`config.mk`:
```
export PLATFORM = sky130hd
export DESIGN_NAME = brf_merge
export DESIGN_NICKNAME = d
export VERILOG_FILES = /design/src/hw/rtl/brf_pkg.sv /design/src/hw/rtl/brf_merge.sv
export SDC_FILE = /design/constraint.sdc
export NUM_CORES = 1
export LEC_CHECK = 0
export BUFFER_PORTS_ARGS = -buffer_cell sky130_fd_sc_hd__buf_4
export CORE_MARGIN = 1.5
export CORE_UTILIZATION = 48
export DETAILED_ROUTE_END_ITERATION = 7
export PLACE_DENSITY = 0.8
export SLEW_MARGIN = 5
export SYNTH_ARGS = -nofsm -noshare
export SYNTH_HDL_FRONTEND = slang
export SYNTH_SLANG_ARGS = --single-unit
```
`constraint.sdc`:
```
create_clock -name clock -period 2.2 [get_ports clock]
set_input_delay 0.33 -clock clock [delete_from_list [all_inputs] [get_ports clock]]
set_output_delay 0.33 -clock clock [all_outputs]
set_load 0.01 [all_outputs]
```
`src/hw/rtl/brf_pkg.sv`:
```
package brf_pkg;

   localparam int STORE_DEPTH = 1024;
   localparam int BLOCK_BYTES = 8;

   localparam int LANES    = BLOCK_BYTES;
   localparam int LANE_W   = (LANES > 1) ? $clog2(LANES) : 1;
   localparam int ROWS     = (STORE_DEPTH + LANES - 1) / LANES;
   localparam int ROW_W    = (ROWS > 1) ? $clog2(ROWS) : 1;
   localparam int FILL_W   = $clog2(STORE_DEPTH);
   localparam int CAPI_W   = FILL_W + 1;
   localparam int CSR_W    = 11;
   localparam int CMP_W    = (CAPI_W > CSR_W) ? CAPI_W + 1 : CSR_W + 1;
   localparam int COUNT_W  = 4;
   localparam int SUM_W    = 5;
   localparam int DATA_W   = 64;

   localparam logic [1:0] FUNC_ADD  = 2'd0;
   localparam logic [1:0] FUNC_POLL = 2'd1;
   localparam logic [1:0] FUNC_SIZE = 2'd2;

   typedef struct packed {
      logic [1:0]         func;
      logic [COUNT_W-1:0] byte_count;
      logic [DATA_W-1:0]  write_bytes;
   } req_type;

   typedef struct packed {
      logic               ok;
      logic [FILL_W-1:0]  fill_level;
      logic [DATA_W-1:0]  read_bytes;
   } rsp_type;

   // Per-request control shared by every lane.
   typedef struct packed {
      logic               wr;
      logic               rd;
      logic [LANE_W-1:0]  wr_lane;
      logic [ROW_W-1:0]   wr_row;
      logic [LANE_W-1:0]  rd_lane;
      logic [ROW_W-1:0]   rd_row;
      logic [COUNT_W-1:0] count;
   } lane_ctl_type;

   // What the merge stage needs in the cycle after the request.
   typedef struct packed {
      logic               valid;
      logic               ok;
      logic               poll;
      logic [FILL_W-1:0]  fill;
      logic [LANE_W-1:0]  lane;
      logic [COUNT_W-1:0] count;
   } merge_ctl_type;

endpackage

```
`src/hw/rtl/brf_merge.sv`:
```
module brf_merge
   import brf_pkg::*;
(
   input  logic          clock,
   input  logic          reset,
   input  merge_ctl_type ctl,
   input  logic [7:0]    lane_bytes [LANES],
   output logic          rsp_valid,
   output rsp_type       rsp_data
);

   logic    valid_ff;
   logic    valid_in;
   rsp_type rsp_ff;
   rsp_type rsp_in;

   // Rotate the bank outputs back into block order and zero the unused bytes.
   always_comb begin
      logic [LANE_W:0] src;
      rsp_in            = '0;
      rsp_in.ok         = ctl.ok;
      rsp_in.fill_level = ctl.fill;
      for (int i = 0; i < LANES; i++) begin
         if (SUM_W'(ctl.lane) + SUM_W'(i) >= SUM_W'(LANES)) begin
            src = (LANE_W+1)'(ctl.lane) + (LANE_W+1)'(i) - (LANE_W+1)'(LANES);
         end else begin
            src = (LANE_W+1)'(ctl.lane) + (LANE_W+1)'(i);
         end
         if (ctl.poll && (SUM_W'(i) < SUM_W'(ctl.count))) begin
            rsp_in.read_bytes[8*i +: 8] = lane_bytes[src[LANE_W-1:0]];
         end
      end
   end

   assign valid_in = ctl.valid;

   always_ff @(posedge clock) begin
      if (reset) begin
         valid_ff <= 1'b0;
      end else begin
         valid_ff <= valid_in;
      end
   end

   always_ff @(posedge clock) begin
      rsp_ff <= rsp_in;
   end

   assign rsp_valid = valid_ff;
   assign rsp_data  = rsp_ff;

endmodule

```
==> out/summary.txt <==
CTS sink cnt - 76
VDD IR max - 369 uV
Die Wd - 93.4 um
Post-CTS Setup Bufs - 0
Commonest non-fill, non-tap cells in the layout - buf_4 (163), dfxtp_1 (76), mux2i_1 (72), o22ai_1 (72), mux2_2 (64)
Final Max Tran Viols - 0
CP Launch Point - ctl[4]
CTS tree - built
DRC - 0
Syn Nets - 445
Worst hold-check path type - input port to flop
DRT iter0 DRCs - 199
Final ANT Viol Nets - 0
Met3 WL - 1.24 mm
Num ports - 162
Starting Density - 50.2%
GPL Wtd Cong - 1.05
Reg clk slew, reported paths - 0.08 ns
Hold Startpoint - ctl[11]
Setup CP Type - input port to flop
Final-stage net count - 600
Drt via density - 6.01
WL/cell - 19.5 um
Cts hold-fix bufs - 0
Number of synthesized register bits - 76
Max layer used - met4
Pre-Repair DR Iteration Count - 5
Power Density - 693 nW/um^2
Total of max-cap violations - 0
Worst-Margin Slew - 0.703 ns
CTS root buffer - clkbuf_8
First-pass GRT wire length - 18.4 mm
EDFF count, synth - 0
Antenna diodes - 0
Leak - 2.48 nW
Final count of hold timing violations - 0
Syn avg cell area - 11.0 um^2
Largest cells by area after synthesis - dfxtp_1 (39%), mux2i_1 (18%), mux2_2 (18%)
H-tree lvl count - 3
Final period utilization - 69.4%
Post-synthesis cell area - 3920 um^2
Final core utilization - 69.2%
Full die area - 8720 um^2
Global Route Usage Sum - 27.4%
Synth unique cells - 34
Asr flop ratio synth - 0%
Antenna violations before repair - 0
Dpl cell area - 5180 um^2
Cell accounting for the most synthesized area - dfxtp_1
Slew HR - 52.8%
Setup crit end kind - flop
Cells after synthesis - 357
Yosys warning count - 0
Total power - 3.74 mW
Die height - 93.4 um
Row Count - 32
DRT met1 WL - 4.71 mm
CP required - 2.42 ns
Critical Path AT - 1.75 ns
Port Buffers - 161
CTS resizes - 0
Main flop type after synthesis - dfxtp_1
Hold depth - 1
Cts bufs inserted - 9
RSZ-0062 raised after global routing - no
Area occupied by multi-input gates - 2240 um^2
Clk buf depth - 2
Most common cell after layout, fill and taps aside - buf_4
Core area - 7810 um^2
P&R area growth vs syn - 37.8%
Vias after detailed routing - 3721
Post-synth top area share - 38.8%
DR WL met2 - 5.94 mm
Post-route design area - 5400 um^2
Vias in the first global route - 3614
Status - completed
Final setup TNS - 0 ns
Final wirelength - 12.1 mm
Sequential fraction of the synthesis area - 38.8%
Register Area - 1520 um^2
Largest net degree at the start of global routing - 51
Final Setup Violations - 0
Share of cells above drive strength 1 - 49.3%
Fmax - 0.655 GHz
GRT overflow - 0
Hpwl dp - 9.39 mm
Worst Path Max Fanout - 17
Min cycle time layout - 1.53 ns
# fillers - 614
Startpoint type of the worst setup path - input port
[Yosys cell counts (2+ instances only)]
| library cell | instances |
|---|---|
| nor3_1 | 8 |
| nand3_2 | 2 |
| nand2b_1 | 2 |
| mux2_2 | 64 |
| o21ai_1 | 2 |
| nand3_1 | 3 |
| inv_1 | 2 |
| a211oi_1 | 8 |
| nor2b_1 | 2 |
| buf_4 | 4 |
| buf_2 | 11 |
| dfxtp_1 | 76 |
| nand3b_1 | 2 |
| o22ai_1 | 72 |
| nand2_1 | 3 |
| buf_6 | 3 |
| or2_2 | 2 |
| mux2i_1 | 72 |
| clkbuf_1 | 3 |
| ha_1 | 2 |
[report_power, final]
group          internal (mW)  switching (mW)  total (mW)
Clock                  0.634           0.526        1.16
Combinational          0.529           0.513        1.04
Sequential              1.50          0.0414        1.54
Total                   2.66            1.08        3.74
[critical path: stages]
cell and delay [ns]:
buf_4 0.21, inv_1 0.07, ha_1 0.26, xnor2_4 0.34
buf_12 0.20, mux2i_1 0.22, o22ai_1 0.11
[final timing paths]
kind,to,slack (ns)
worst max-delay path,rsp_data[61],0.67
worst min-delay path,rsp_data[68],0.08
[registers in the layout (all words and copies together), names as in the netlist]
| name | count |
|---|---|
| rsp_data | 75 |
| rsp_valid | 1 |
[layer usage]
layer / vias to the layer above / GRT usage (%)
li1: 1700 / -
met3: 27 / 6.42
met2: 245 / 48.6
met1: 1749 / 33.4
met5: - / 0
met4: 0 / 6.57
[kinds of logic after synthesis]
| logic type | count (synthesis) | synth area share (%) |
|---|---|---|
| and+or+nand+nor | 28 | 4.31 |
| xor gates and xnor gates | 3 | 1.15 |
| AOI/OAI and AO/OA | 87 | 14.3 |
| buffers and inverters | 25 | 3.99 |
| DFF | 76 | 38.8 |
| muxes | 136 | 36.8 |
| adders and majority gates | 2 | 0.638 |
[metrics by stage]
step                      hold slack, ns  setup WS [ns]  cells
after detailed placement           0.436          0.348    603
after CTS                         0.0709          0.719    619
final                             0.0755          0.673    619
after floorplan                    0.358          0.264    357
after global placement             0.436          0.389    603
after global routing              0.0570          0.620    619
[area by class of cell]
cell class | count | area share, %
clock buffer | 9 | 2.29
clock inverter | 7 | 1.69
timing repair buffer | 166 | 23.8
tap | 102 | 2.36
sequential | 76 | 28.2
inverter | 3 | 0.209
multi-input combinational | 256 | 41.5
No activity file was read; power rests on OpenSTA's default activity.
