### src/hw/rtl/brf_pkg.sv
package brf_pkg;

   localparam int STORE_DEPTH = 1024;
   localparam int BLOCK_BYTES = 8;

   localparam int LANES    = BLOCK_BYTES;
   localparam int LANE_W   = (LANES > 1) ? $clog2(LANES) : 1;
   localparam int ROWS     = (STORE_DEPTH + LANES - 1) / LANES;
   localparam int ROW_W    = (ROWS > 1) ? $clog2(ROWS) : 1;
   localparam int FILL_W   = $clog2(STORE_DEPTH);
   localparam int CAPI_W   = FILL_W + 1;
   localparam int CSR_W    = 11;
   localparam int CMP_W    = (CAPI_W > CSR_W) ? CAPI_W + 1 : CSR_W + 1;
   localparam int COUNT_W  = 4;
   localparam int SUM_W    = 5;
   localparam int DATA_W   = 64;

   localparam logic [1:0] FUNC_ADD  = 2'd0;
   localparam logic [1:0] FUNC_POLL = 2'd1;
   localparam logic [1:0] FUNC_SIZE = 2'd2;

   typedef struct packed {
      logic [1:0]         func;
      logic [COUNT_W-1:0] byte_count;
      logic [DATA_W-1:0]  write_bytes;
   } req_type;

   typedef struct packed {
      logic               ok;
      logic [FILL_W-1:0]  fill_level;
      logic [DATA_W-1:0]  read_bytes;
   } rsp_type;

   // Per-request control shared by every lane.
   typedef struct packed {
      logic               wr;
      logic               rd;
      logic [LANE_W-1:0]  wr_lane;
      logic [ROW_W-1:0]   wr_row;
      logic [LANE_W-1:0]  rd_lane;
      logic [ROW_W-1:0]   rd_row;
      logic [COUNT_W-1:0] count;
   } lane_ctl_type;

   // What the merge stage needs in the cycle after the request.
   typedef struct packed {
      logic               valid;
      logic               ok;
      logic               poll;
      logic [FILL_W-1:0]  fill;
      logic [LANE_W-1:0]  lane;
      logic [COUNT_W-1:0] count;
   } merge_ctl_type;

endpackage

### src/hw/rtl/brf_ram.sv
module brf_ram #(
   parameter int WIDTH = 8,
   parameter int DEPTH = 128
) (
   input  logic                     clock,
   input  logic                     we,
   input  logic [$clog2(DEPTH)-1:0] waddr,
   input  logic [WIDTH-1:0]         wdata,
   input  logic                     re,
   input  logic [$clog2(DEPTH)-1:0] raddr,
   output logic [WIDTH-1:0]         rdata
);

   logic [WIDTH-1:0] mem_ff [DEPTH];
   logic [WIDTH-1:0] rdata_ff;

   always_ff @(posedge clock) begin
      if (we) begin
         mem_ff[waddr] <= wdata;
      end
      if (re) begin
         rdata_ff <= mem_ff[raddr];
      end
   end

   assign rdata = rdata_ff;

endmodule

### src/hw/rtl/brf_lane.sv
module brf_lane
   import brf_pkg::*;
(
   input  logic                clock,
   input  logic [LANE_W-1:0]   lane_id,
   input  lane_ctl_type        ctl,
   input  logic [DATA_W-1:0]   write_bytes,
   output logic [7:0]          rd_byte
);

   logic [LANE_W:0]  wr_off;
   logic [LANE_W:0]  rd_off;
   logic [ROW_W:0]   wr_row_inc;
   logic [ROW_W:0]   rd_row_inc;
   logic [ROW_W-1:0] wr_row;
   logic [ROW_W-1:0] rd_row;
   logic             wr_en;
   logic             rd_en;
   logic [7:0]       wr_byte;

   // Offset of this lane's byte within the block, counted from the base lane.
   always_comb begin
      if (lane_id >= ctl.wr_lane) begin
         wr_off = {1'b0, lane_id} - {1'b0, ctl.wr_lane};
      end else begin
         wr_off = {1'b0, lane_id} + (LANE_W+1)'(LANES) - {1'b0, ctl.wr_lane};
      end
      if (lane_id >= ctl.rd_lane) begin
         rd_off = {1'b0, lane_id} - {1'b0, ctl.rd_lane};
      end else begin
         rd_off = {1'b0, lane_id} + (LANE_W+1)'(LANES) - {1'b0, ctl.rd_lane};
      end
   end

   // Lanes below the base lane fall on the following row.
   always_comb begin
      wr_row_inc = {1'b0, ctl.wr_row} + (ROW_W+1)'(1);
      rd_row_inc = {1'b0, ctl.rd_row} + (ROW_W+1)'(1);
      if (lane_id >= ctl.wr_lane) begin
         wr_row = ctl.wr_row;
      end else if (wr_row_inc == (ROW_W+1)'(ROWS)) begin
         wr_row = '0;
      end else begin
         wr_row = wr_row_inc[ROW_W-1:0];
      end
      if (lane_id >= ctl.rd_lane) begin
         rd_row = ctl.rd_row;
      end else if (rd_row_inc == (ROW_W+1)'(ROWS)) begin
         rd_row = '0;
      end else begin
         rd_row = rd_row_inc[ROW_W-1:0];
      end
   end

   assign wr_en   = ctl.wr && (SUM_W'(wr_off) < SUM_W'(ctl.count));
   assign rd_en   = ctl.rd && (SUM_W'(rd_off) < SUM_W'(ctl.count));
   assign wr_byte = write_bytes[8*wr_off +: 8];

   brf_ram #(
      .WIDTH (8),
      .DEPTH (ROWS)
   ) u_bank (
      .clock (clock),
      .we    (wr_en),
      .waddr (wr_row),
      .wdata (wr_byte),
      .re    (rd_en),
      .raddr (rd_row),
      .rdata (rd_byte)
   );

endmodule

### config.mk
export PLATFORM = sky130hd
export DESIGN_NAME = brf_lane
export DESIGN_NICKNAME = d
export VERILOG_FILES = /design/src/hw/rtl/brf_pkg.sv /design/src/hw/rtl/brf_ram.sv /design/src/hw/rtl/brf_lane.sv
export SDC_FILE = /design/constraint.sdc
export NUM_CORES = 1
export LEC_CHECK = 0
export BUFFER_PORTS_ARGS = -buffer_cell sky130_fd_sc_hd__buf_2
export CAP_MARGIN = 20
export CORE_MARGIN = 2
export CORE_UTILIZATION = 50
export DETAILED_ROUTE_END_ITERATION = 8
export PLACE_DENSITY = 0.74
export SLEW_MARGIN = 20
export SYNTH_ARGS = -nofsm -noshare
export SYNTH_HDL_FRONTEND = slang
export SYNTH_HIERARCHICAL = 1
export SYNTH_SLANG_ARGS = --single-unit
export TNS_END_PERCENT = 30
### constraint.sdc
create_clock -name clock -period 5.8 [get_ports clock]
set_input_delay 0.87 -clock clock [delete_from_list [all_inputs] [get_ports clock]]
set_output_delay 0.87 -clock clock [all_outputs]
set_load 0.05 [all_outputs]
==> impl_metrics.yaml <==
status:
  outcome: "finished clean"
timing:
  hold_viol: 0
  setup_viol: 0
  fin_hold_ws_ns: 0.883
  min_period_ns: 4.90
  max_slew_margin_pct: 23.5
  fin_setup_tns_ns: 0
  period_share_pct: 84.6
  max_clock_freq_mhz: 204
  maxSlewViolCount: 0
  skew_ns: 0.0400
  rsz0062_at_grt: "false"
  tightest_slew_ns: 1.14
routing:
  initialDrtViolationCount: 2545
  ant_nets: 0
  first_pass_iters: 6
  wl_per_cell_um: 29.3
  wirelength_um: 93600
  via_per_inst: 6.21
  drcViolationCount: 0
  via_count: 19800
floorplan:
  coreArea_mm2: 0.0808
  core.rowCount: 104
  floorplan.initialDensity_pct: 50.7
  pin_count: 102
  dieHeight_um: 290
  die_area_mm2: 0.0843
  dieWidth_um: 290
critical_path:
  crit_required_ns: 6.07
  crit_path_max_fanout: 9
  end_kind: "flop"
  startpoint_type: "input pin"
  reg2regPathDepth: 4
  crit_type: "input pin to flop"
  arrival_ns: 5.17
min_path:
  hold_class: "input pin to flop"
  min_path_cells: 2
placement:
  dp_hpwl_um: 56700
  port_buffers: 101
  gp_congestion: 0.853
pwr:
  power.density_mw_per_mm2: 371
  power_leakage_nw: 13.9
  ir_worst_vdd_uv: 275
  total_power_mw: 17.5
cts:
  postCtsSetupBuffers: 0
  cts.sinks: 1032
  cts-root-buf: "clkbuf_16"
  cts_buffer_depth: 3
  clk_latency_ns: 0.67
  cts_hold_buf: 0
  cts_max_level: 3
  cts_resized: 0
  clk_pin_slew_ns: 0.06
  cts_buffers: 100
  cts_tree: "done"
yosys:
  avgSynthCellArea_um2: 23.0
  synth_ff_type: "edfxtp_1"
  async_flop_share_pct: 0
  synthCells: 1784
  synth_nets: 1897
  syn-cell-area_mm2: 0.0410
  synth-seq-area-share_pct: 75.6
  yosysWarningCount: 6
  ys_ff_latch: 1032
  synth_cell_types: 35
  synth-edff-count: 1032
global_routing:
  grt_max_degree: 102
  grt_pass1_wl_um: 138000
  antenna_found_initial: 3
  grt_overflow: 0
  grt_pass1_vias: 20300
  grt_util_all_layers_pct: 22.4
finish:
  nets: 2165
  syn2layout_area_growth_pct: 15.1
  drive_above_1_share_pct: 36.2
  most-common-layout-cells: "edfxtp_1, mux4_2, buf_4"
  final_common_cell: "edfxtp_1"
run:
  maxCapViolations: 0
==> synth_stat cells (4+ instances only) <==
library cell,n,area [um^2]
a22oi_1,16,120
and3_1,11,68.8
buf_1,18,67.6
buf_2,17,85.1
buf_4,14,105
clkbuf_1,44,165
edfxtp_1,1032,31000
fa_1,4,80.1
ha_1,15,188
inv_1,18,67.6
mux2_2,10,113
mux2i_1,32,320
mux4_2,336,7570
nand2_1,18,67.6
nand3_1,16,80.1
nand4_1,7,43.8
nor2_1,124,465
nor2b_1,8,50.1
nor3_1,11,55.1
xnor2_1,10,87.6
==> stage by stage <==
step	cells	setup WS, ns	instance area [um^2]	utilization, %
floorplan	1784	1.05	41000	-
global placement	3006	0.391	43800	54.2
global route	3192	0.615	47200	58.4
finish	3193	0.895	47200	58.4
detailed placement	3006	0.361	43800	54.2
CTS	3188	0.985	47100	58.3
==> where the power goes <==
group          total (mW)  leakage [nW]  switching [mW]  internal [mW]
Sequential           8.83          8.27          0.0213           8.81
Clock                6.41          1.57            2.78           3.63
Combinational        2.29          4.05            1.44          0.846
Total                17.5          13.9            4.24           13.3
==> routing by layer <==
layer	GRT usage [%]	wire length, um
met5	0	26
met4	6.76	2400
met3	6.13	11300
met2	35.3	44900
met1	31.1	35000
==> cell type report <==
cell class | count | area, um^2
diodes | 1 | 2.50
clock buffers | 115 | 2560
clock inverters | 67 | 687
fillers | 5479 | 33600
inverters | 18 | 67.6
multi-input cells | 639 | 9580
flip-flops and latches | 1032 | 31000
well taps | 1060 | 1330
repair buffers | 261 | 1950
==> flip-flops by register name, indices dropped and copies added, names as in the netlist <==
name           count
u_bank/rdata       8
u_bank/mem_ff   1024
==> critical path, stage by stage <==
cell	delay, ns
buf_2	0.10
inv_1	0.07
ha_1	0.17
inv_1	0.06
fa_2	0.32
inv_1	0.08
fa_1	0.16
inv_1	0.06
a31oi_4	0.32
xor2_2	0.16
buf_4	0.18
inv_1	0.06
ha_1	0.26
o21ai_0	0.07
and3b_1	0.33
nor2b_1	0.34
nand2_1	0.69
nor2_1	0.84
==> final timing paths <==
kind                         startpoint               endpoint  slack (ns)
setup / recovery             lane_id[0]  u_bank/mem_ff[124][3]        0.90
hold reg to reg   u_bank/mem_ff[100][3]        u_bank/rdata[3]        1.20
setup reg to reg   u_bank/mem_ff[91][0]        u_bank/rdata[0]        3.27
hold / removal                  ctl[24]        u_bank/rdata[0]        0.88
==> logic make-up (layout without fill, tap and decap cells) <==
kind of cell,after synthesis,in the layout,synth area share (%)
other,0,1,0
AOI/OAI and AO/OA,27,27,0.498
xor gates and xnor gates,14,14,0.318
and+or+nand+nor,201,201,2.13
muxes,378,378,19.5
buffers and inverters,113,461,1.24
adders and majority gates,19,19,0.654
DFF,1032,1032,75.6
(Power assumes the default switching activity.)
